File: src/uac_pkg.sv
// Shared constants, payload types and control structs for the unique advertiser counter.
`timescale 1ns / 1ps
`default_nettype none
package uac_pkg;

	localparam int TABLE_ENTRIES = 512;
	localparam int CNT_W = $clog2(TABLE_ENTRIES + 1);
	localparam int IDX_W = $clog2(TABLE_ENTRIES);
	localparam int BINS = 256;
	localparam int BIN_W = 8;
	localparam int BCNT_W = BIN_W + 1;
	localparam int ADDR_W = 48;
	localparam int RSSI_W = 8;
	localparam int SEC_W = 32;
	localparam int BS_W = 17;
	localparam logic [BS_W-1:0] BS_RESET = BS_W'(60);
	localparam int PADDR_W = 3;
	localparam int PDATA_W = 32;
	localparam logic [0:0] REG_BUCKET_SECONDS = 1'b0;
	localparam logic KIND_ADV = 1'b0;
	localparam logic KIND_TIME = 1'b1;

	typedef struct packed {
		logic kind;
		logic [ADDR_W-1:0] device_address;
		logic signed [RSSI_W-1:0] signal_strength;
		logic [SEC_W-1:0] now_seconds;
	} item_t;

	typedef struct packed {
		logic [CNT_W-1:0] unique_count;
		logic [SEC_W-1:0] bucket_begin;
		logic signed [RSSI_W-1:0] median_strength;
		logic added;
		logic dropped_full;
		logic rolled;
	} result_t;

	typedef struct packed {
		logic load;
		logic scan_init;
		logic scan_step;
		logic time_step;
		logic hist_rd;
		logic add;
		logic drop;
		logic clr_init;
		logic clr_step;
		logic med_init;
		logic med_step;
	} cmd_t;

	typedef struct packed {
		logic kind;
		logic match;
		logic scan_done;
		logic full;
		logic roll;
		logic rolled;
		logic clr_last;
		logic empty;
		logic med_found;
	} status_t;

endpackage
`default_nettype wire

File: src/uac_ctrl.sv
// Controller state machine that sequences lookup, insert, bucket roll and median search.
`timescale 1ns / 1ps
`default_nettype none
module uac_ctrl (
	input wire logic clk,
	input wire logic arst_n,
	input wire logic start,
	input wire uac_pkg::status_t status,
	output uac_pkg::cmd_t cmd,
	output logic busy,
	output logic done
);

	typedef enum logic [3:0] {
		S_IDLE,
		S_DISPATCH,
		S_SCAN,
		S_HRD,
		S_HWR,
		S_CLEAR,
		S_MINIT,
		S_MED,
		S_DONE
	} state_t;

	state_t state_q, state_n;

	always_comb begin
		state_n = state_q;
		cmd = '0;
		unique case (state_q)
			S_IDLE: begin
				if (start) begin
					cmd.load = 1'b1;
					state_n = S_DISPATCH;
				end
			end
			S_DISPATCH: begin
				if (status.kind == uac_pkg::KIND_TIME) begin
					cmd.time_step = 1'b1;
					if (status.roll) begin
						cmd.clr_init = 1'b1;
						state_n = S_CLEAR;
					end else begin
						state_n = S_MINIT;
					end
				end else begin
					cmd.scan_init = 1'b1;
					state_n = S_SCAN;
				end
			end
			S_SCAN: begin
				cmd.scan_step = 1'b1;
				if (status.match) begin
					state_n = S_MINIT;
				end else if (status.scan_done) begin
					if (status.full) begin
						cmd.drop = 1'b1;
						state_n = S_MINIT;
					end else begin
						state_n = S_HRD;
					end
				end
			end
			S_HRD: begin
				cmd.hist_rd = 1'b1;
				state_n = S_HWR;
			end
			S_HWR: begin
				cmd.add = 1'b1;
				state_n = S_MINIT;
			end
			S_CLEAR: begin
				cmd.clr_step = 1'b1;
				if (status.clr_last) begin
					state_n = status.rolled ? S_DONE : S_IDLE;
				end
			end
			S_MINIT: begin
				cmd.med_init = 1'b1;
				state_n = status.empty ? S_DONE : S_MED;
			end
			S_MED: begin
				cmd.med_step = 1'b1;
				if (status.med_found) begin
					state_n = S_DONE;
				end
			end
			S_DONE: begin
				state_n = S_IDLE;
			end
			default: begin
				state_n = S_IDLE;
			end
		endcase
	end

	always_ff @(posedge clk or negedge arst_n) begin
		if (!arst_n) begin
			state_q <= S_CLEAR;
			done <= 1'b0;
		end else begin
			state_q <= state_n;
			done <= state_q == S_DONE;
		end
	end

	assign busy = state_q != S_IDLE;

endmodule
`default_nettype wire

File: config.mk
export PLATFORM = sky130hd
export DESIGN_NAME = uac_ctrl
export DESIGN_NICKNAME = d
export VERILOG_FILES = /design/src/uac_pkg.sv /design/src/uac_ctrl.sv
export SDC_FILE = /design/constraint.sdc
export NUM_CORES = 1
export LEC_CHECK = 0
export ABC_AREA = 1
export BUFFER_PORTS_ARGS = -buffer_cell sky130_fd_sc_hd__buf_2
export CORE_AREA = 2 2 39 41
export DETAILED_ROUTE_END_ITERATION = 8
export DIE_AREA = 0 0 41 43
export PLACE_DENSITY = 0.65
export SYNTH_ARGS = -nofsm -noshare
export SYNTH_HDL_FRONTEND = slang
export SYNTH_SLANG_ARGS = --single-unit
File: constraint.sdc
create_clock -name clk -period 1.6 [get_ports clk]
set_clock_uncertainty 0.1 [all_clocks]
set_input_delay 0.32 -clock clk [delete_from_list [all_inputs] [get_ports clk]]
set_output_delay 0.32 -clock clk [all_outputs]
set_load 0.05 [all_outputs]
; Yosys cells after proc, flatten, opt, wreduce, memory -nomap -nowiden
; Index checks and enable logic that the tools add are counted.
[classes]
eq_ne = 12
n_mux = 30
n_reduce_logical = 3
[ops]
columns = operator, n
row1 = 4-bit case mux with 8 select lines, 1
row2 = 4-bit 2-to-1 mux, 7
row3 = 1-bit 2-to-1 mux, 19
row4 = "4-bit by 3-bit equality test with 1-bit output, second input constant", 4
row5 = "4-bit by 2-bit equality test with 1-bit output, second input constant", 2
row6 = 3-bit 2-to-1 mux, 2
row7 = "2-bit != test, second input constant", 3
row8 = "4-bit by 1-bit equality test with 1-bit output, second input constant", 1
row9 = "4-bit equality test, second input constant", 1
row10 = 4-bit logical NOT, 1
row11 = 4-bit AND reduction, 1
row12 = 4-bit nonzero test, 1
row13 = "3-bit != test, second input constant", 1
row14 = 2-bit 2-to-1 mux, 1
[totals]
reg_bits = 5
input_bits = 12
out_inout_bits = 13

; Longest topological paths before layout
[depth]
ltp_word = 4
mapped_depth = 8

; Worst setup path after synthesis
; OpenSTA, ideal clock, no wires.
[synth_timing]
kind = reg-to-output
startpoint = register state_q[2]
endpoint = output port cmd[1] (netlist name)
arrival_time_ps = 1899
slack_ps = -719
path_stages_with_launch = 5
path_buffers = 0
path_cell_list = dfstp_2 > inv_1 > nor2_4 > inv_1 > nor3_1
[synth_lines]
columns = item, line_no
row1 = "start, declared", uac_ctrl.sv:26  ; state_t state_q, state_n;
row2 = "start signal, assigned", uac_ctrl.sv:103  ; state_q <= state_n;
row3 = "end, declared", uac_ctrl.sv:9  ; output uac_pkg::cmd_t cmd,

==> run summary <==
TritonCTS sink count = 5
status = complete, but fails checks
width of the chip = 41 um
area grow syn2layout = 104%
detailed-router iteration count before antenna repair = 4
CP Max Fanout = 5
vias in the first global route = 610
Synth cell types = 19
cell area after synthesis = 498 sq um
Worst Reg2Reg Path Length in Cells = 8
dpl hpwl = 1.18 mm
worst slew pin tran = 0.245 ns
most common cell after layout, fill and taps aside = buf_4
P per Cell Area = 2220 nW/um^2
CTS Buffer Depth = 2
FF-to-FF Start = state_q[0]
CP Launch Type = register
Leakage = 0.547 nW
cell taking the most area after synthesis = dfrtp_1
Initial Util = 0.360
DP Cell Count = 130
drt via density = 4.68
reg2reg end = state_q[1]
Hold WC Path Type = input port to async pin
TritonCTS buffer count = 3
Worst-path clk slew = 0.05 ns
share of cells above drive strength 1 = 0.685
Die Span Y = 43 um
total power = 2.26 mW
fin cells = 140
Mean Syn Cell Area = 6.55 sq um
Total Routing Usage GR = 0.193
Overflow after GRT = 0
Final Critical Period = 1.79 ns
count of final setup violators = 12
r2r setup slk = 0.08 ns
DR WL met2 = 834 um
failing checks = negative setup slack
sequential-to-total area share from yosys stat = 0.256
core area = 1380 sq um
num ports = 25
# DRC = 0
Hold Vio Cnt, Final = 0
clk root buf = clkbuf_4
Initial DRC Count = 10
row count = 14
WS Path Type = register to primary output
design area = 1020 sq um
Max-Cap Viols = 0
full die area = 1760 sq um
endpoint class of the critical path = primary output
htree depth = 1
Synth top area share = 0.151
Net Count, Synth = 88
dpl cell area = 826 sq um
routability cong. = 0.795
RSZ-0062 raised after global routing = yes
antenna-violating nets left = 0
commonest non-fill, non-tap cells in the layout = buf_4, nand2_1, buf_2, inv_2, buf_6
M1 WL = 658 um
synthesized instance count = 76
antenna violations before repair = 0
maximum vdd drop = 1.52 mV
Via Count = 655
Nets = 137
Crit. Startpoint = state_q[0]
highest routed layer = met3
Rel. slew slack = 0.838
Max Slew Vio Count = 0
WL final = 1.57 mm
Setup TNS = -1.67 ns
Max Freq = 0.558 GHz
WL met3 = 75 um
yosys warns = 0
antenna diode count = 0
clk_lat worst skew = 0.24 ns
Port Buf Inserts = 24
TritonCTS clock tree = done
first-pass GRT wire length = 2.34 mm
WL/cell = 11.2 um
Worst EP arrival = 1.37 ns
period utilization = 1.12
CP Data Required Time = 1.18 ns
# fillers = 108
final setup margin = -0.191 ns
Yosys reg bits = 5
largest net degree at the start of global routing = 8
dominant cells by area after synthesis = dfrtp_1, nand2_1, dfstp_2
## what timing repair did
item,in CTS,in global routing
resized for setup,26,13
pin swaps,4,5
buffers inserted,3,2
endpoints found under the setup margin,12,16
hold endpoints to repair,5,0
hold buffers,1,0
## metrics by stage
stage	utilization	worst slack, ns	hold slack, ns
after floorplan	-	-0.147	-0.0756
after global routing	0.734	-0.247	0.360
after CTS	0.697	-0.182	0.333
after detailed placement	0.597	-0.0611	0.0365
after global placement	0.597	-0.0360	0.0322
final	0.734	-0.191	0.334
## registers in the layout, indices dropped and copies added (netlist names)
register	count
done	1
state_q	4
## Yosys cell counts
cell type  count
dfstp_2        2
clkinv_1       1
inv_2          4
nand3b_1       2
nand2_1       17
nor3_1         4
nand3_2        3
nand3_1        8
inv_1         11
nand2_4        1
nor2_4         3
nand4_1        2
buf_4          1
nor2_2         2
o211ai_1       2
dfrtp_1        3
o21a_1         1
nand2_2        3
nor2_1         6
## routing by layer
| metal | up-vias | global-route usage |
|---|---|---|
| li1 | 337 | - |
| met1 | 299 | 0.222 |
| met2 | 19 | 0.347 |
| met3 | 0 | 0.0471 |
| met4 | 0 | 0.0200 |
| met5 | - | 0 |
## power breakdown
part           leakage [nW]  switching [mW]  internal, mW  total [mW]
Clock                0.0150          0.0523        0.0943       0.147
Sequential           0.0598          0.0596         0.201       0.261
Combinational         0.472            1.06         0.797        1.85
## layout make-up
cell class                      count  area [sq um]  share of cell area
Clock buffer                        4          26.3              0.0259
Multi-Input combinational cell     54           394               0.388
Sequential cell                     5           129               0.127
Tap cell                           16          20.0              0.0197
Timing Repair Buffer               45           387               0.381
Inverter                           16          60.1              0.0591
## cell families after synthesis
group           Yosys count  share of synthesized area
simple gates             51                      0.563
compound gates            3                     0.0452
flops                     5                      0.256
buf+inv                  17                      0.136
## worst max-delay path by stage
stage	end	slack [ns]	cells past startpoint
after floorplan	cmd[2]	-0.15	4
after global placement	cmd[2]	-0.04	5
after detailed placement	cmd[2]	-0.06	5
after CTS	cmd[1]	-0.18	5
after global routing	cmd[9]	-0.25	5
final	cmd[9]	-0.19	5
## worst max-delay path: stages, from the launching register on
cell and delay, ns:
dfstp_2 0.58, inv_2 0.06, nor2_4 0.16, nand2_2 0.09
nor2_4 0.08, buf_6 0.15
(Power assumes the default switching activity.)
